$ cat config.mk
export PLATFORM = sky130hd
export DESIGN_NAME = base64_line_checked_decoder_top
export DESIGN_NICKNAME = d
export VERILOG_FILES = /design/src/hw/rtl/b64d_pkg.sv /design/src/hw/rtl/b64d_fifo.sv /design/src/hw/rtl/b64d_front.sv /design/src/hw/rtl/b64d_back.sv /design/src/hw/rtl/base64_line_checked_decoder_top.sv
export SDC_FILE = /design/constraint.sdc
export NUM_CORES = 1
export LEC_CHECK = 0
export ABC_AREA = 1
export BUFFER_PORTS_ARGS = -buffer_cell sky130_fd_sc_hd__buf_2
export CELL_PAD_IN_SITES_DETAIL_PLACEMENT = 0
export CELL_PAD_IN_SITES_GLOBAL_PLACEMENT = 1
export CORE_ASPECT_RATIO = 0.9
export CORE_UTILIZATION = 47
export CTS_CLUSTER_SIZE = 12
export DETAILED_ROUTE_END_ITERATION = 8
export PLACE_DENSITY = 0.8
export SLEW_MARGIN = 0
export SYNTH_ARGS = -nofsm -noshare
export SYNTH_HDL_FRONTEND = slang
export SYNTH_SLANG_ARGS = --single-unit
$ cat constraint.sdc
create_clock -name clk -period 3.5 [get_ports clk]
set_input_delay 0.35 -clock clk [delete_from_list [all_inputs] [get_ports clk]]
set_output_delay 0.35 -clock clk [all_outputs]
set_load 0.01 [all_outputs]
$ cat src/hw/rtl/b64d_pkg.sv
`timescale 1ns / 1ps
// ----------------------------------------------------------------------------
// b64d_pkg
// Types and constants shared by the line-checked Base64 decoder.
// ----------------------------------------------------------------------------
package b64d_pkg;

  localparam logic [7:0] MAX_LINE_RESET = 8'd76;
  localparam int unsigned MID_DEPTH_DEF = 4;
  localparam int unsigned OUT_DEPTH_DEF = 4;

  // character classes produced by the front end
  typedef enum logic [1:0] {
    CLS_DATA,
    CLS_PAD,
    CLS_DASH,
    CLS_BAD
  } cls_t;

  typedef enum logic [2:0] {
    ST_OK         = 3'd0,
    ST_TOO_LONG   = 3'd1,
    ST_NOT_MULT4  = 3'd2,
    ST_BAD_CHAR   = 3'd3,
    ST_PAD_MISUSE = 3'd4,
    ST_FINISHED   = 3'd5,
    ST_SKIPPING   = 3'd6
  } status_t;

  typedef struct packed {
    logic [7:0] ch;
    logic       ends_line;
  } in_item_t;

  typedef struct packed {
    logic [7:0] out_byte;
    logic       byte_valid;
    logic [2:0] status;
  } out_item_t;

  typedef struct packed {
    cls_t       cls;
    logic [5:0] sextet;
    logic       ends_line;
  } mid_item_t;

endpackage

$ cat src/hw/rtl/b64d_fifo.sv
`timescale 1ns / 1ps
// ----------------------------------------------------------------------------
// b64d_fifo
// Small register queue with push/full and pop/empty, show-ahead read.
// ----------------------------------------------------------------------------
module b64d_fifo #(
  parameter int unsigned WIDTH = 8,
  parameter int unsigned DEPTH = 4
) (
  input  logic             clk,
  input  logic             rst_n,
  input  logic             push,
  input  logic [WIDTH-1:0] wdata,
  output logic             full,
  input  logic             pop,
  output logic [WIDTH-1:0] rdata,
  output logic             empty
);

  localparam int unsigned PW = (DEPTH > 1) ? $clog2(DEPTH) : 1;
  localparam int unsigned CW = $clog2(DEPTH + 1);
  localparam logic [PW-1:0] LAST = PW'(DEPTH - 1);
  localparam logic [CW-1:0] CNT_FULL = CW'(DEPTH);

  logic [WIDTH-1:0] mem_r [DEPTH];
  logic [PW-1:0]    wr_ptr_r, wr_ptr_nxt;
  logic [PW-1:0]    rd_ptr_r, rd_ptr_nxt;
  logic [CW-1:0]    cnt_r, cnt_nxt;
  logic             do_push, do_pop;

  assign full    = (cnt_r == CNT_FULL);
  assign empty   = (cnt_r == '0);
  assign do_push = push && !full;
  assign do_pop  = pop && !empty;
  assign rdata   = mem_r[rd_ptr_r];

  always_comb begin
    wr_ptr_nxt = wr_ptr_r;
    rd_ptr_nxt = rd_ptr_r;
    cnt_nxt    = cnt_r;
    if (do_push) begin
      wr_ptr_nxt = (wr_ptr_r == LAST) ? '0 : wr_ptr_r + PW'(1);
    end
    if (do_pop) begin
      rd_ptr_nxt = (rd_ptr_r == LAST) ? '0 : rd_ptr_r + PW'(1);
    end
    if (do_push && !do_pop) begin
      cnt_nxt = cnt_r + CW'(1);
    end else if (do_pop && !do_push) begin
      cnt_nxt = cnt_r - CW'(1);
    end
  end

  always_ff @(posedge clk) begin
    if (!rst_n) begin
      wr_ptr_r <= '0;
      rd_ptr_r <= '0;
      cnt_r    <= '0;
    end else begin
      wr_ptr_r <= wr_ptr_nxt;
      rd_ptr_r <= rd_ptr_nxt;
      cnt_r    <= cnt_nxt;
    end
  end

  always_ff @(posedge clk) begin
    if (do_push) begin
      mem_r[wr_ptr_r] <= wdata;
    end
  end

endmodule

$ cat src/hw/rtl/b64d_front.sv
`timescale 1ns / 1ps
// ----------------------------------------------------------------------------
// b64d_front
// Accepts characters and classifies them against the Base64 alphabet.
// ----------------------------------------------------------------------------
module b64d_front (
  input  logic                 in_push,
  input  b64d_pkg::in_item_t   in_data,
  input  logic                 mid_full,
  output logic                 mid_push,
  output b64d_pkg::mid_item_t  mid_item
);

  logic [7:0] c;

  assign c        = in_data.ch;
  assign mid_push = in_push && !mid_full;

  always_comb begin
    mid_item.ends_line = in_data.ends_line;
    mid_item.sextet    = '0;
    mid_item.cls       = b64d_pkg::CLS_DATA;
    priority if (c >= "A" && c <= "Z") begin
      mid_item.sextet = 6'(c - 8'd65);
    end else if (c >= "a" && c <= "z") begin
      mid_item.sextet = 6'(c - 8'd71);
    end else if (c >= "0" && c <= "9") begin
      mid_item.sextet = 6'(c + 8'd4);
    end else if (c == "+") begin
      mid_item.sextet = 6'd62;
    end else if (c == "/") begin
      mid_item.sextet = 6'd63;
    end else if (c == "=") begin
      mid_item.cls = b64d_pkg::CLS_PAD;
    end else if (c == "-") begin
      mid_item.cls = b64d_pkg::CLS_DASH;
    end else begin
      mid_item.cls = b64d_pkg::CLS_BAD;
    end
  end

endmodule

$ cat src/hw/rtl/b64d_back.sv
`timescale 1ns / 1ps
// ----------------------------------------------------------------------------
// b64d_back
// Line and bit state: accumulates sextets, emits bytes, tracks errors.
// ----------------------------------------------------------------------------
module b64d_back (
  input  logic                 clk,
  input  logic                 rst_n,
  input  logic                 mid_empty,
  input  b64d_pkg::mid_item_t  mid_item,
  output logic                 mid_pop,
  input  logic                 out_full,
  output logic                 res_push,
  output b64d_pkg::out_item_t  res,
  input  logic [7:0]           max_len
);

  logic [11:0]         acc_r, acc_nxt;
  logic [3:0]          nb_r, nb_nxt;      // bits held from earlier sextets
  logic [7:0]          len_r, len_nxt;
  logic                lpad_r, lpad_nxt;
  logic                apad_r, apad_nxt;
  logic                cmt_r, cmt_nxt;
  logic                fin_r, fin_nxt;
  b64d_pkg::status_t   sticky_r, sticky_nxt;

  logic                fire;
  logic [8:0]          len_inc;
  logic [11:0]         acc_sh;
  logic [3:0]          nb_add;
  logic [3:0]          sh;
  logic [11:0]         shifted;
  b64d_pkg::status_t   st;
  logic                err;

  assign fire     = !mid_empty && !out_full;
  assign mid_pop  = fire;
  assign res_push = fire;

  assign len_inc = {1'b0, len_r} + 9'd1;
  assign acc_sh  = {acc_r[5:0], mid_item.sextet};
  assign nb_add  = nb_r + 4'd6;
  assign sh      = nb_add - 4'd8;
  assign shifted = acc_sh >> sh;

  always_comb begin
    acc_nxt    = acc_r;
    nb_nxt     = nb_r;
    len_nxt    = len_r;
    lpad_nxt   = lpad_r;
    apad_nxt   = apad_r;
    cmt_nxt    = cmt_r;
    fin_nxt    = fin_r;
    sticky_nxt = sticky_r;
    st         = b64d_pkg::ST_OK;
    err        = 1'b0;
    res        = '0;

    priority if (sticky_r != b64d_pkg::ST_OK) begin
      st = sticky_r;
    end else if (fin_r) begin
      st = b64d_pkg::ST_FINISHED;
    end else if (cmt_r || (len_r == '0 && mid_item.cls == b64d_pkg::CLS_DASH)) begin
      cmt_nxt = !mid_item.ends_line;
      st      = b64d_pkg::ST_SKIPPING;
    end else if (len_r == '0 && apad_r) begin
      fin_nxt = 1'b1;
      st      = b64d_pkg::ST_FINISHED;
    end else if (len_inc > {1'b0, max_len} || len_inc > 9'd255) begin
      st  = b64d_pkg::ST_TOO_LONG;
      err = 1'b1;
    end else begin
      len_nxt = len_inc[7:0];
      unique case (mid_item.cls)
        b64d_pkg::CLS_DASH, b64d_pkg::CLS_BAD: begin
          st  = b64d_pkg::ST_BAD_CHAR;
          err = 1'b1;
        end
        b64d_pkg::CLS_PAD: begin
          lpad_nxt = 1'b1;
          apad_nxt = 1'b1;
        end
        b64d_pkg::CLS_DATA: begin
          if (lpad_r) begin
            st  = b64d_pkg::ST_PAD_MISUSE;
            err = 1'b1;
          end else begin
            acc_nxt = acc_sh;
            if (nb_add >= 4'd8) begin
              res.out_byte   = shifted[7:0];
              res.byte_valid = 1'b1;
              nb_nxt         = sh;
            end else begin
              nb_nxt = nb_add;
            end
          end
        end
        default: begin
          st  = b64d_pkg::ST_BAD_CHAR;
          err = 1'b1;
        end
      endcase
      if (!err && mid_item.ends_line && len_inc[1:0] != 2'b00) begin
        st  = b64d_pkg::ST_NOT_MULT4;
        err = 1'b1;
      end
      if (err) begin
        res = '0;
      end else if (mid_item.ends_line) begin
        acc_nxt  = '0;
        nb_nxt   = '0;
        len_nxt  = '0;
        lpad_nxt = 1'b0;
      end
    end
    if (err) begin
      sticky_nxt = st;
    end
    res.status = st;
  end

  always_ff @(posedge clk) begin
    if (!rst_n) begin
      acc_r    <= '0;
      nb_r     <= '0;
      len_r    <= '0;
      lpad_r   <= 1'b0;
      apad_r   <= 1'b0;
      cmt_r    <= 1'b0;
      fin_r    <= 1'b0;
      sticky_r <= b64d_pkg::ST_OK;
    end else if (fire) begin
      acc_r    <= acc_nxt;
      nb_r     <= nb_nxt;
      len_r    <= len_nxt;
      lpad_r   <= lpad_nxt;
      apad_r   <= apad_nxt;
      cmt_r    <= cmt_nxt;
      fin_r    <= fin_nxt;
      sticky_r <= sticky_nxt;
    end
  end

endmodule

$ cat src/hw/rtl/base64_line_checked_decoder_top.sv
`timescale 1ns / 1ps
// Characters pass through the mid queue; their results wait in the result queue.
// Throughput: one character per cycle, set by the back end, unless the result queue is full.
// Each character gives exactly one result; a full result queue stalls back end, then input.
// Reset (rst_n low, synchronous): queues emptied, decode state and sticky error cleared,
// max_line_length back to 76. No clearing pass; the block is ready right after reset.
// ----------------------------------------------------------------------------
// base64_line_checked_decoder_top
// Streaming Base64 decoder with comment-line skip and per-line checks.
// ----------------------------------------------------------------------------
module base64_line_checked_decoder_top #(
  parameter int unsigned MID_DEPTH = b64d_pkg::MID_DEPTH_DEF,
  parameter int unsigned OUT_DEPTH = b64d_pkg::OUT_DEPTH_DEF
) (
  input  logic                 clk,
  input  logic                 rst_n,
  // character channel
  input  logic                 in_push,
  output logic                 in_full,
  input  b64d_pkg::in_item_t   in_data,
  // result channel
  output logic                 out_empty,
  input  logic                 out_pop,
  output b64d_pkg::out_item_t  out_data,
  // max_line_length register write
  input  logic                 cfg_valid,
  output logic                 cfg_ready,
  input  logic [7:0]           cfg_data
);

  localparam int unsigned MID_W = $bits(b64d_pkg::mid_item_t);
  localparam int unsigned OUT_W = $bits(b64d_pkg::out_item_t);

  logic [7:0]           max_len_r;

  // front end -> queue
  logic                 mid_push;
  logic                 mid_full;
  b64d_pkg::mid_item_t  mid_wr;
  // queue -> back end
  logic                 mid_empty;
  logic                 mid_pop;
  logic [MID_W-1:0]     mid_rdata;
  b64d_pkg::mid_item_t  mid_rd;
  // back end -> result queue
  logic                 res_push;
  logic                 res_full;
  b64d_pkg::out_item_t  res;
  logic [OUT_W-1:0]     out_rdata;

  // Register writes are only legal while idle, so the port is always ready.
  assign cfg_ready = 1'b1;

  always_ff @(posedge clk) begin
    if (!rst_n) begin
      max_len_r <= b64d_pkg::MAX_LINE_RESET;
    end else if (cfg_valid && cfg_ready) begin
      max_len_r <= cfg_data;
    end
  end

  // Front end: alphabet lookup and classification at the input transfer.
  b64d_front u_front (
    .in_push  (in_push),
    .in_data  (in_data),
    .mid_full (mid_full),
    .mid_push (mid_push),
    .mid_item (mid_wr)
  );

  assign in_full = mid_full;

  // Classified characters wait here so the back end can stall independently.
  b64d_fifo #(
    .WIDTH (MID_W),
    .DEPTH (MID_DEPTH)
  ) u_mid_q (
    .clk   (clk),
    .rst_n (rst_n),
    .push  (mid_push),
    .wdata (mid_wr),
    .full  (mid_full),
    .pop   (mid_pop),
    .rdata (mid_rdata),
    .empty (mid_empty)
  );

  assign mid_rd = b64d_pkg::mid_item_t'(mid_rdata);

  // Back end: line state, bit accumulator, sticky error.
  b64d_back u_back (
    .clk       (clk),
    .rst_n     (rst_n),
    .mid_empty (mid_empty),
    .mid_item  (mid_rd),
    .mid_pop   (mid_pop),
    .out_full  (res_full),
    .res_push  (res_push),
    .res       (res),
    .max_len   (max_len_r)
  );

  // Result queue: the head entry drives the out_ ports.
  b64d_fifo #(
    .WIDTH (OUT_W),
    .DEPTH (OUT_DEPTH)
  ) u_out_q (
    .clk   (clk),
    .rst_n (rst_n),
    .push  (res_push),
    .wdata (res),
    .full  (res_full),
    .pop   (out_pop),
    .rdata (out_rdata),
    .empty (out_empty)
  );

  assign out_data = b64d_pkg::out_item_t'(out_rdata);

endmodule

# --- Word-level counts from Yosys, hierarchy flattened ---
# Memory sizes are Yosys's and may differ from the RTL's. A register that Yosys moved wholly into a read port is not among the register bits.
# Index checks and enable logic that the tools add are counted.
op_classes:
  addsub: 14
  n_reduce_logical: 43
  div: 0
  n_bitwise: 5
  mux: 80
  n_lt_le_gt_ge: 9
  shifts: 1
  mul: 0
  n_eq_ne: 13
op_table:
  columns: ["cell", "n"]
  rows:
  - ["12-bit 2-to-1 mux", 10]
  - ["3-bit 2-to-1 mux", 11]
  - ["8-bit by 6-bit == test with 1-bit output (second input constant)", 4]
  - ["6-bit 2-to-1 mux", 5]
  - ["1-bit 2-to-1 mux", 28]
  - ["2-bit 2-to-1 mux", 14]
  - ["9-bit 2-to-1 mux", 3]
  - ["4-bit 2-to-1 mux", 5]
  - ["1-bit logical AND", 17]
  - ["8-bit by 7-bit >= comparator with 1-bit output (second input constant)", 2]
  - ["8-bit by 7-bit <= comparator with 1-bit output (second input constant)", 2]
  - ["8-bit 2-to-1 mux", 2]
  - ["2-bit == test (second input constant)", 6]
  - ["12-bit by 4-bit >> shifter with 8-bit output", 1]
  - ["1-bit zero test", 10]
  - ["8-bit by 1-bit adder with 9-bit output (second input constant)", 1]
  - ["9-bit by 8-bit > comparator with 1-bit output", 1]
  - ["9-bit by 8-bit > comparator with 1-bit output (second input constant)", 1]
  - ["2-bit by 1-bit adder with 2-bit output (second input constant)", 4]
  - ["8-bit by 6-bit >= comparator with 1-bit output (second input constant)", 1]
  - ["8-bit by 6-bit <= comparator with 1-bit output (second input constant)", 1]
  - ["8-bit zero test", 1]
  - ["7-bit AND reduction", 1]
  - ["3-bit by 1-bit adder with 3-bit output (second input constant)", 2]
  - ["other kinds (21)", 32]
totals:
  latchBits: 0
  ff_bits: 53
  ram_bits: 84
  romBits: 0
  input_bits: 22
  memories: 2
  wordCells: 182
memory_table:
  columns: ["memory", "depth", "width", "read_ports", "rd_clocked_by_memory_dff", "wr", "line_no", "rtl"]
  rows:
  - ["u_out_q.mem_r", 4, 12, 1, 1, 1, "b64d_fifo.sv:25", "logic [WIDTH-1:0] mem_r [DEPTH];"]
  - ["u_mid_q.mem_r", 4, 9, 1, 1, 1, "b64d_fifo.sv:25", null]

# --- Longest topological paths before layout ---
# Gate-level depths: netlist of run 1.
logic_depth:
  word_depth: 23
  ltp_mapped: 21
  mapped_depth_nobuf: 21

# --- Hierarchy ---
# Synthesis of run 1 repeated with hierarchy kept, for this count alone.
hier_totals:
  cells_unflattened: 846
  hier_area_um2: 7245.7
modules_own_cells:
  columns: ["module", "instances", "cells_per_inst", "area_each_um2"]
  rows:
  - ["b64d_fifo at u_out_q", 1, 188, 2282.2]
  - ["b64d_fifo at u_mid_q", 1, 158, 1954.4]
  - ["b64d_back", 1, 306, 1906.8]
  - ["b64d_front", 1, 147, 779.5]
  - ["base64_line_checked_decoder_top", 1, 47, 322.8]

# --- Least setup slack after synthesis of run 1 ---
# No wires, ideal clock.
synth_path:
  kind: "flip-flop to flip-flop"
  startpoint: "register u_back.len_r[0]"
  endpoint: "memory u_out_q.mem_r[0][6] (netlist bit) (data pin)"
  required_ps: 3333
  period_less_slack_ps: 2593
  path_buffers: 0
  stages_incl_launch_ff: 19
  t_arrival_ps: 2426
  path_slack_ps: 907
  cell_sequence: "dfxtp_1 > ha_1 > nand2_2 > nor2_2 > inv_1 > nand2_1 > inv_1 > ha_1 > a21o_1 > nor2_1 > nor2_1 > nor2_1 > nand2_1 > nand2_1 > and2_4 > nand4_2 > nor2_2 > inv_2 > nor2_1"
synth_lines:
  columns: ["item", "line_no", "rtl"]
  rows:
  - ["from (decl)", "b64d_back.sv:20", "logic [7:0] len_r, len_nxt;"]
  - ["from (signal assigned)", "b64d_back.sv:135", "len_r <= len_nxt;"]
  - ["to (decl)", "b64d_fifo.sv:25", null]

==> impl_metrics.csv, run 1 <==
group,metric,value,unit
outcome,outcome,"finished, final reports clean",
route,drt-initial-drc-count,288,
worst_setup_path,path_buf_inv,3,
cts,clock_latency,0.42,ns
worst_setup_path,path_common_cell,"nor2_1",
global_route,grt_first_pass_wirelength,23400,µm
route,dr.pass1.iters,4,
synthesis,async_reset_ff_frac,0,
finish,final_cell_area,7800,µm²
sta,fin_crit_sh,0.905,
synthesis,syn_nets,843,
synthesis,yosys_warnings,0,
global_route,grt_use_total,0.205,
route,drtAntennaViolNets,0,
die,ioPinCount,37,
die,die-area,15100,µm²
die,core-area,14200,µm²
worst_setup_path,path_depth,18,
synthesis,synthCells,787,
pwr,power_density,849,nW/µm²
sta,setup_viol,0,
synthesis,synth-edff-count,84,
die,start_util,0.485,
route,finalWirelength,14400,µm
sta,maxSlewViolCount,0,
die,fp.dieH,117,µm
sta,tightest_slew,0.901,ns
sta,skew,0.00855,ns
sta,setup_slack,0.334,ns
placement,pre_cts_ws,0.412,ns
global_route,grt_start_max_net_pins,26,
finish,fin_nets,879,
sta,rsz0062_at_grt,"no",
cts,numCtsBuffers,17,
worst_setup_path,startpoint,"u_back.len_r[0]",
synthesis,synth_top_family_by_area,"simple AND/OR/NAND/NOR gates",
job,drv_cap,0,
worst_setup_path,crit_path_max_incr_delay,0.48,ns
sta,fin_tns_setup,0,ns
cts,cts_tree,"built",
worst_setup_path,critPathKind,"flop to flop",
worst_setup_path,start_kind,"flop",
worst_setup_path,worstPathCellList,"ha_1 -> nand2_2 -> nor2_2 -> inv_1 -> nand2_1 -> inv_1 -> ha_1 -> a21o_1 -> nor2_1 -> nor2_1 -> nor2_1 -> nand2_1 -> nand2_1 -> and2_4 -> nand4_2 -> nor2_2 -> inv_2 -> nor2_1",
hold_path,holdCritPathClass,"primary input to flop",
global_route,grt_pass1_vias,4835,
worst_setup_path,end_kind,"flop",
synthesis,synth-xor-area-share,0.00766,
route,via_per_inst,5.11,
worst_setup_path,worstPathMaxFanout,14,
worst_setup_path,critPathTopFamily,"simple AND/OR/NAND/NOR gates",
cts,cts_hold_buf,0,
worst_setup_path,rr_endpoint,"u_out_q.mem_r[3][6]",
placement,place_area,7190,µm²
pwr,p_leak,0.00322,µW
synthesis,synth_seq_area_share,0.513,
synthesis,synth_seq_cells,134,
worst_setup_path,reg2reg_depth,18,
finish,area_growth_syn_to_layout,13.7,%
route,wl_per_cell,14.0,µm
placement,numPortBuffers,35,
synthesis,synth_area_per_cell,8.72,µm²
finish,drive_gt1_frac,0.122,
worst_setup_path,cp-endpoint,"u_out_q.mem_r[3][6]",
global_route,overflow,0,
sta,max_freq,316,MHz
global_route,antenna_found_initial,0,
worst_setup_path,r2r-start,"u_back.len_r[0]",
worst_setup_path,cp.required,3.73,ns
placement,dp_hpwl,9850,µm
synthesis,netlist_area,6860,µm²
synthesis,synth_fa_ha_area_frac,0.0642,
placement,routabilityCongestion,0.881,
sta,fin_crit,3.17,ns
pwr,power,6620,µW
cts,postCtsSetupRepairBufs,0,
pwr,max-vdd-ir-drop,0.367,mV
synthesis,ys.flop_type,"edfxtp_1",
cts,clockBufferDepth,2,
finish,register_area,3520,µm²
finish,diodes,0,
route,drc,0,
cts,clock_sinks,134,
worst_setup_path,arrival,3.40,ns
finish,multi_input_area,2850,µm²
die,row_count,41,
worst_setup_path,crit_slowest_cell,"dfxtp_1",
synthesis,synth_mux_area_frac,0.00164,
cts,cts_root_buf,"clkbuf_16",
cts,cts_resized,0,
finish,n_fill_cell,1318,
synthesis,synth-simple-area-share,0.207,
cts,cts_max_level,4,
sta,relSlewSlack,0.397,
synthesis,synth-compound-area-share,0.134,
finish,post-route-util,0.551,
die,die_w,129,µm
cts,clk_pin_slew,0.06,ns
sta,finalHoldViolCount,0,
route,vias,5262,
worst_setup_path,rrSetupSlack,0.33,ns
synthesis,ys_types,46,
[logic make-up after synthesis]
| kind of cell | count (synthesis) |
|---|---|
| AOI/OAI and AO/OA | 161 |
| and+or+nand+nor | 333 |
| adders and majority gates | 34 |
| DFF | 134 |
| buffers and inverters | 117 |
| muxes | 1 |
| xor gates and xnor gates | 6 |
| other | 1 |
[worst min path at each step]
| stage | from | endpoint | slack [ns] | depth (start not counted) |
|---|---|---|---|---|
| after floorplan | u_back.cmt_r | u_back.cmt_r | 0.43 | 2 |
| after global placement | u_back.cmt_r | u_back.cmt_r | 0.46 | 2 |
| after detailed placement | u_back.cmt_r | u_back.cmt_r | 0.46 | 2 |
| after CTS | cfg_data[0] | max_len_r[0] | 0.13 | 3 |
| after global routing | cfg_data[0] | max_len_r[0] | 0.14 | 3 |
| final | cfg_data[0] | max_len_r[0] | 0.15 | 3 |
[worst register-to-register path, stage by stage (launching register included)]
cell	delay [ns]
dfxtp_1	0.48
ha_1	0.25
nand2_2	0.09
nor2_2	0.17
inv_1	0.06
nand2_1	0.08
inv_1	0.06
ha_1	0.30
a21o_1	0.19
nor2_1	0.10
nor2_1	0.04
nor2_1	0.08
nand2_1	0.06
nand2_1	0.10
and2_4	0.27
nand4_2	0.11
nor2_2	0.20
inv_2	0.12
nor2_1	0.22
[synthesized netlist by cell type (2+ instances only)]
cell	count	area [µm²]
nand2_1	161	604
nor2_1	86	323
inv_1	85	319
edfxtp_1	84	2520
o21ai_0	72	360
dfxtp_1	50	1000
nand3_1	46	230
a21oi_1	42	210
ha_1	32	400
o22ai_1	16	100
clkbuf_1	13	48.8
nand4_1	10	62.6
nor2_2	10	62.6
a22oi_1	7	52.6
nor3_1	7	35.0
o21ai_1	7	35.0
buf_4	6	45.0
xor2_1	5	43.8
a211oi_1	4	30.0
inv_2	4	15.0
nand2_2	4	25.0
a31oi_1	3	18.8
buf_2	3	15.0
buf_6	3	33.8
fa_1	2	40.0
inv_4	2	12.5
nor4_1	2	12.5
o2111ai_1	2	17.5
o211a_1	2	20.0
[power by group]
part	total (µW)	internal [µW]	switching, µW
Combinational	2480	820	1660
Sequential	2350	2110	231
Clock	1800	1140	652
[state kept, by name, summed over array words and instances, names as in the netlist, 3 cells and up, named ones only]
name             cells
u_back.len_r         8
u_back.sticky_r      3
u_out_q.cnt_r        3
u_back.nb_r          3
u_mid_q.cnt_r        3
u_back.acc_r         6
u_mid_q.mem_r       36
u_out_q.mem_r       48
max_len_r            8
[through the flow]
step,hold slack (ns),cells
after floorplan,0.435,787
after global placement,0.459,997
after detailed placement,0.457,997
after CTS,0.131,1029
after global routing,0.139,1029
final,0.148,1029
[routing by layer]
metal  up-vias  share of wire  global-route usage  wire length, µm
li1       2740              -                   -                -
met1      2420           0.47               0.251             6840
met2        85           0.48               0.348             6880
met3        17          0.036              0.0472              515
met4         0          0.014              0.0918              205
met5         -              0                   0                0
[layout make-up]
cell class,count,area share
clock buffer,20,0.0627
clock inverter,12,0.0157
inverter,92,0.0449
multi-input combinational,536,0.365
sequential,134,0.452
tap,193,0.0310
timing repair buffer,42,0.0292
[cells in the final DEF (no fill, tap or decap), drive strengths merged, types with 2 or more instances in the layout]
cell type,netlist,final
clkbuf,13,20
o211a,2,2
and2,2,2
nand2,166,166
nor2,96,96
o2111ai,2,2
fa,2,2
nor3,7,7
a31oi,3,3
ha,32,32
a211oi,4,4
edfxtp,84,84
o22ai,16,16
o21ai,80,80
nor4,2,2
bufinv,0,2
buf,12,42
dfxtp,50,50
xor2,5,5
a22oi,7,7
nand3,47,47
inv,91,91
a21oi,43,43
nand4,11,11
clkinv,1,10
(Power assumes the default switching activity.)
==> inputs of run 2 (changes only) <==
- ABC_AREA: 1 -> not set
- CORE_UTILIZATION: 47 -> 50
- PLACE_DENSITY: 0.8 -> 0.79
==> run 2 against run 1 <==
Maximum frequency is 1.5% lower. Register-to-register slack worse by 0.05 ns. Area after synthesis is 3.8% lower. Die area is 9.5% lower. Critical path depth is 8 lower. Sequential share of layout area is 1.7 points higher. Sequential power is 3% lower. Non-clock buffer count is 1 higher. Critical path type unchanged. Hold slack better by 0.00084 ns. Power is 9.1% lower. Combinational power is 20% lower.
==> impl_metrics.csv, run 2 <==
group,metric,value,unit
outcome,outcome,"finished, final reports clean",
synthesis,synthTopCellsByArea,"edfxtp_1 (38%), dfxtp_1 (15%), ha_1 (6.1%)",
worst_setup_path,critPathKind,"flop to flop",
global_route,grt_first_pass_wirelength,20200,µm
die,die_w,123,µm
die,start_util,0.516,
global_route,grt_use_total,0.197,
cts,numCtsBuffers,17,
placement,place_area,6900,µm²
finish,final_cell_area,7520,µm²
route,wl_per_cell,16.2,µm
pwr,comb_power_share,0.328,
synthesis,synth_top_area_frac,0.382,
hold_path,holdPathEnd,"max_len_r[6]",
finish,multi_input_area,2850,µm²
pwr,p_clk_frac,0.294,
finish,diodes,0,
pwr,pwr-share-seq,0.378,
synthesis,synth-edff-count,84,
route,vias,4128,
global_route,antenna_found_initial,0,
placement,numPortBuffers,35,
finish,largestRegisters,"u_out_q.mem_r: 48 flops, u_mid_q.mem_r: 36 flops",
cts,cts_tree,"built",
die,row_count,39,
worst_setup_path,cp.required,3.71,ns
finish,top_register,"u_out_q.mem_r",
worst_setup_path,worstPathMaxFanout,9,
sta,tightest_slew,0.813,ns
worst_setup_path,reg2reg_depth,10,
worst_setup_path,end_kind,"flop",
placement,routabilityCongestion,0.874,
die,ioPinCount,37,
worst_setup_path,r2r-start,"u_back.len_r[1]",
synthesis,synth-simple-area-share,0.119,
synthesis,synth_fa_ha_area_frac,0.0668,
sta,rsz0062_at_grt,"no",
sta,finalHoldViolCount,0,
hold_path,holdCritPathClass,"primary input to flop",
die,fp.dieH,111,µm
die,core-area,12800,µm²
finish,drive_gt1_frac,0.201,
route,drtAntennaViolNets,0,
synthesis,synth-compound-area-share,0.108,
route,dr.pass1.iters,4,
placement,placed_cells,715,
synthesis,netlist_area,6600,µm²
synthesis,syn_nets,589,
synthesis,synth_area_per_cell,12.4,µm²
synthesis,synth_seq_cells,134,
sta,skew,0.00796,ns
cts,cts_max_level,4,
synthesis,yosys.cell_count.top_type,"edfxtp_1",
sta,fin_crit,3.22,ns
sta,setup_viol,0,
die,die-area,13700,µm²
global_route,grt_pass1_vias,4035,
worst_setup_path,start_kind,"flop",
sta,max_freq,311,MHz
finish,layout_commonest_cell,"edfxtp_1",
route,drt-initial-drc-count,262,
route,via_per_inst,5.53,
sta,relSlewSlack,0.457,
synthesis,synth_top_area_cell,"edfxtp_1",
placement,pre_cts_ws,-0.0138,ns
finish,largest_reg_flops,48,
finish,final_cell_mix,"edfxtp_1 (84), dfxtp_1 (50), a21oi_1 (36)",
synthesis,async_reset_ff_frac,0,
sta,setup_slack,0.285,ns
worst_setup_path,arrival,3.43,ns
cts,clk_pin_slew,0.06,ns
job,drv_cap,0,
pwr,power_density,801,nW/µm²
finish,fin_cells,747,
pwr,p_int,4040,µW
sta,fin_tns_setup,0,ns
synthesis,synth_top_family_by_area,"simple AND/OR/NAND/NOR gates",
pwr,switching_share,0.329,
synthesis,netlist_top_cells_count,"edfxtp_1 (84), dfxtp_1 (50), a21oi_1 (36)",
cts,clockBufferDepth,2,
placement,dp_hpwl,8300,µm
finish,n_fill_cell,1079,
synthesis,ys.flop_type,"edfxtp_1",
synthesis,yosys_warnings,0,
pwr,max-vdd-ir-drop,0.393,mV
cts,clock_latency,0.42,ns
pwr,p_leak,0.00278,µW
synthesis,synth-xor-area-share,0.0199,
worst_setup_path,rr_endpoint,"u_out_q.mem_r[1][9]",
hold_path,whs_path_depth,3,
finish,fin_nets,626,
finish,area_growth_syn_to_layout,14.0,%
synthesis,ys_types,74,
sta,maxSlewViolCount,0,
cts,cts_root_buf,"clkbuf_16",
finish,register_area,3520,µm²
route,finalWirelength,12100,µm
worst_setup_path,rrSetupSlack,0.28,ns
synthesis,synth_seq_area_share,0.534,
route,drc,0,
synthesis,synthCells,533,
hold_path,min_from,"cfg_data[6]",
sta,hold_ws,0.149,ns
synthesis,synth_mux_area_frac,0.111,
pwr,p_sw,1980,µW
global_route,grt_start_max_net_pins,46,
global_route,overflow,0,
cts,cts_hold_buf,0,
sta,fin_crit_sh,0.919,
cts,clock_sinks,134,
run 2: cell count changes after synthesis, sizes merged, moves of 10 or more:
cell   before  now
o21ai      80   17
mux4        0   20
nand3      47   13
mux2i       0   19
inv        91   31
nor2       96   26
nor2b       0   17
xnor2       1   11
nand2     166   26
run 2: metrics by stage:
step                 util  total power [µW]
floorplan               -              3750
finish              0.588              6020
global placement    0.539              4210
global route        0.588              6390
CTS                 0.586              6060
detailed placement  0.539              4260
run 2: how the worst max path moves through the flow:
stage	from	to	slack (ns)	cells after the start
5_1_grt	u_back.len_r[1]	u_out_q.mem_r[0][9]	0.04	10
6_report	u_back.len_r[1]	u_out_q.mem_r[1][9]	0.28	10
2_1_floorplan	u_back.len_r[0]	u_out_q.mem_r[0][4]	0.40	12
4_1_cts	u_back.len_r[1]	u_out_q.mem_r[0][8]	-0.01	10
3_5_place_dp	u_back.len_r[1]	u_out_q.mem_r[1][9]	-0.01	10
3_3_place_gp	u_back.len_r[1]	u_out_q.mem_r[0][8]	0.19	10
run 2: layout make-up:
cell class / count / share of cell area
flip-flops and latches: 134 / 0.468
multi-input cells: 342 / 0.379
clock buffers: 19 / 0.0575
repair buffers: 43 / 0.0313
well taps: 164 / 0.0273
clock inverters: 13 / 0.0208
inverters: 32 / 0.0160
run 2: cell families after synthesis:
group                    count (synthesis)
XOR/XNOR                                15
multiplexers                            45
buffers and inverters                   57
AND/OR/NAND/NOR                        141
other                                    1
adder cells (fa/ha/maj)                 34
AO/OA/AOI/OAI                          106
flip-flops                             134
run 2: power by group through the flow:
| stage | combinational (µW) | clock [µW] | sequential, µW |
|---|---|---|---|
| finish | 1980 | 1770 | 2280 |
| global route | 2200 | 1860 | 2330 |
| CTS | 1980 | 1800 | 2290 |
| detailed placement | 1950 | 0 | 2310 |
| global placement | 1920 | 0 | 2290 |
| floorplan | 1540 | 0 | 2210 |
run 2: worst max-delay path: stages (launching register included):
cell      delay, ns
dfxtp_1        0.45
ha_2           0.31
nand3_1        0.16
xnor2_1        0.18
ha_1           0.32
nand4_1        0.13
or3_1          0.44
o211ai_4       0.15
nand3_2        0.11
or3_4          0.49
a211oi_2       0.27
run 2: metal layers:
layer | part of all wire | GRT usage | vias up | routed length [µm]
met5 | 0 | 0 | - | 0
met4 | 0.013 | 0.0803 | 0 | 159
met3 | 0.035 | 0.0489 | 13 | 423
met2 | 0.48 | 0.306 | 77 | 5760
met1 | 0.48 | 0.263 | 1982 | 5770
li1 | - | - | 2056 | -
run 2: what timing repair did:
item,in CTS,in global routing
cloned,0,0
setup endpoints to repair,12,32
resized for setup,2,6
buffers inserted,0,0
hold endpoints to repair,0,0
==> inputs of run 3 (changes only) <==
- MAX_ROUTING_LAYER: not set -> met4
- clock period: 3.5 -> 4.1 ns (I/O delays scaled with it)
==> run 3 against run 2 <==
Setup slack improved by 0.22 ns. Critical path depth did not move. Non-clock buffer count fell by 8. Global-route usage rose by 0.30 points. Design area fell by 1.3%. Critical endpoint is now u_out_q.mem_r[2][9]. Largest cell class unchanged.
==> impl_metrics.csv, run 3 (synthesis results as in run 2) <==
group,metric,value,unit
finish,final_cell_mix,"edfxtp_1 (84), dfxtp_1 (50), a21oi_1 (36)",
pwr,p_leak,0.00275,µW
sta,fin_tns_setup,0,ns
worst_setup_path,critPathKind,"flop to flop",
die,row_count,39,
sta,hold_ws,0.208,ns
finish,largestRegisters,"u_out_q.mem_r: 48 flops, u_mid_q.mem_r: 36 flops",
outcome,outcome,"finished, final reports clean",
pwr,power,5040,µW
route,drtAntennaViolNets,0,
cts,clockBufferDepth,2,
worst_setup_path,end_kind,"flop",
global_route,grt_pass1_vias,4071,
sta,relSlewSlack,0.460,
pwr,power_density,679,nW/µm²
worst_setup_path,start_kind,"flop",
cts,numCtsBuffers,17,
sta,maxSlewViolCount,0,
placement,placed_cells,707,
cts,clk_pin_slew,0.06,ns
job,drv_cap,0,
sta,setup_viol,0,
route,wl_per_cell,16.1,µm
cts,cts_root_buf,"clkbuf_16",
route,drc,0,
route,dr.pass1.iters,4,
die,start_util,0.516,
global_route,grt_start_max_net_pins,46,
sta,skew,0.00837,ns
sta,fin_crit,3.60,ns
sta,fin_crit_sh,0.878,
placement,place_area,6840,µm²
cts,cts_tree,"built",
finish,drive_gt1_frac,0.177,
finish,area_growth_syn_to_layout,12.6,%
worst_setup_path,cp.required,4.28,ns
cts,cts_hold_buf,0,
cts,cts_max_level,4,
global_route,grt_first_pass_wirelength,20000,µm
global_route,overflow,0,
worst_setup_path,arrival,3.78,ns
finish,n_fill_cell,1058,
cts,cts_resized,0,
die,ioPinCount,37,
route,vias,4098,
finish,final_cell_area,7430,µm²
sta,tightest_slew,0.809,ns
route,finalWirelength,11900,µm
finish,diodes,0,
finish,top_register,"u_out_q.mem_r",
sta,max_freq,278,MHz
placement,numPortBuffers,35,
sta,rsz0062_at_grt,"no",
cts,clock_sinks,134,
finish,layout_commonest_cell,"edfxtp_1",
hold_path,holdCritPathClass,"primary input to flop",
placement,routabilityCongestion,0.864,
pwr,max-vdd-ir-drop,0.439,mV
die,core-area,12800,µm²
die,die_w,123,µm
route,drt-initial-drc-count,249,
cts,postCtsSetupRepairBufs,0,
route,via_per_inst,5.55,
sta,finalHoldViolCount,0,
finish,largest_reg_flops,48,
cts,clock_latency,0.43,ns
finish,fin_nets,618,
placement,dp_hpwl,8360,µm
finish,fin_cells,739,
worst_setup_path,worstPathMaxFanout,9,
die,die-area,13700,µm²
global_route,grt_use_total,0.200,
global_route,antenna_found_initial,0,
die,fp.dieH,111,µm
## run 3: area by class of cell
type | count | area (µm²) | area share
Tap cell | 164 | 205 | 0.0276
Clock inverter | 14 | 160 | 0.0216
Timing Repair Buffer | 35 | 175 | 0.0236
Clock buffer | 18 | 429 | 0.0578
Multi-Input combinational cell | 342 | 2810 | 0.379
Sequential cell | 134 | 3520 | 0.474
Inverter | 32 | 120 | 0.0162
## run 3: worst max-delay path: stages (launching register included)
cell and delay [ns]:
dfxtp_1 0.46, ha_1 0.34, nand3_1 0.18, xnor2_1 0.17, ha_1 0.32, nand4_1 0.12, or3_1 0.43, o211ai_4 0.14
nand3_2 0.19, or3_1 0.57, a211oi_1 0.42
## run 3: routing by layer
layer  part of all wire  wire [µm]  GRT usage
met2               0.47       5650      0.304
met4              0.015        173     0.0755
met1               0.48       5690      0.254
met3              0.035        417     0.0566
met5                  0          0          -
## run 3: worst paths after layout
check                           depth (start not counted)             endpoint             from  slack, ns
worst min-delay path                                    3         max_len_r[6]      cfg_data[6]       0.21
worst min register to register                          2       u_back.nb_r[3]   u_back.nb_r[3]       0.46
worst max register to register                         10  u_out_q.mem_r[2][9]  u_back.len_r[0]       0.50
worst max-delay path                                   10  u_out_q.mem_r[2][9]  u_back.len_r[0]       0.50
## run 3: through the flow
step                utilization  worst slack [ns]
CTS                       0.581             0.459
floorplan                     -              1.00
finish                    0.581             0.501
global route              0.581             0.148
global placement          0.535             0.625
detailed placement        0.535             0.470
## run 3: power breakdown
part	internal [µW]	total, µW	switching (µW)
clock network	948	1500	552
registers	1760	1960	194
logic	699	1590	889
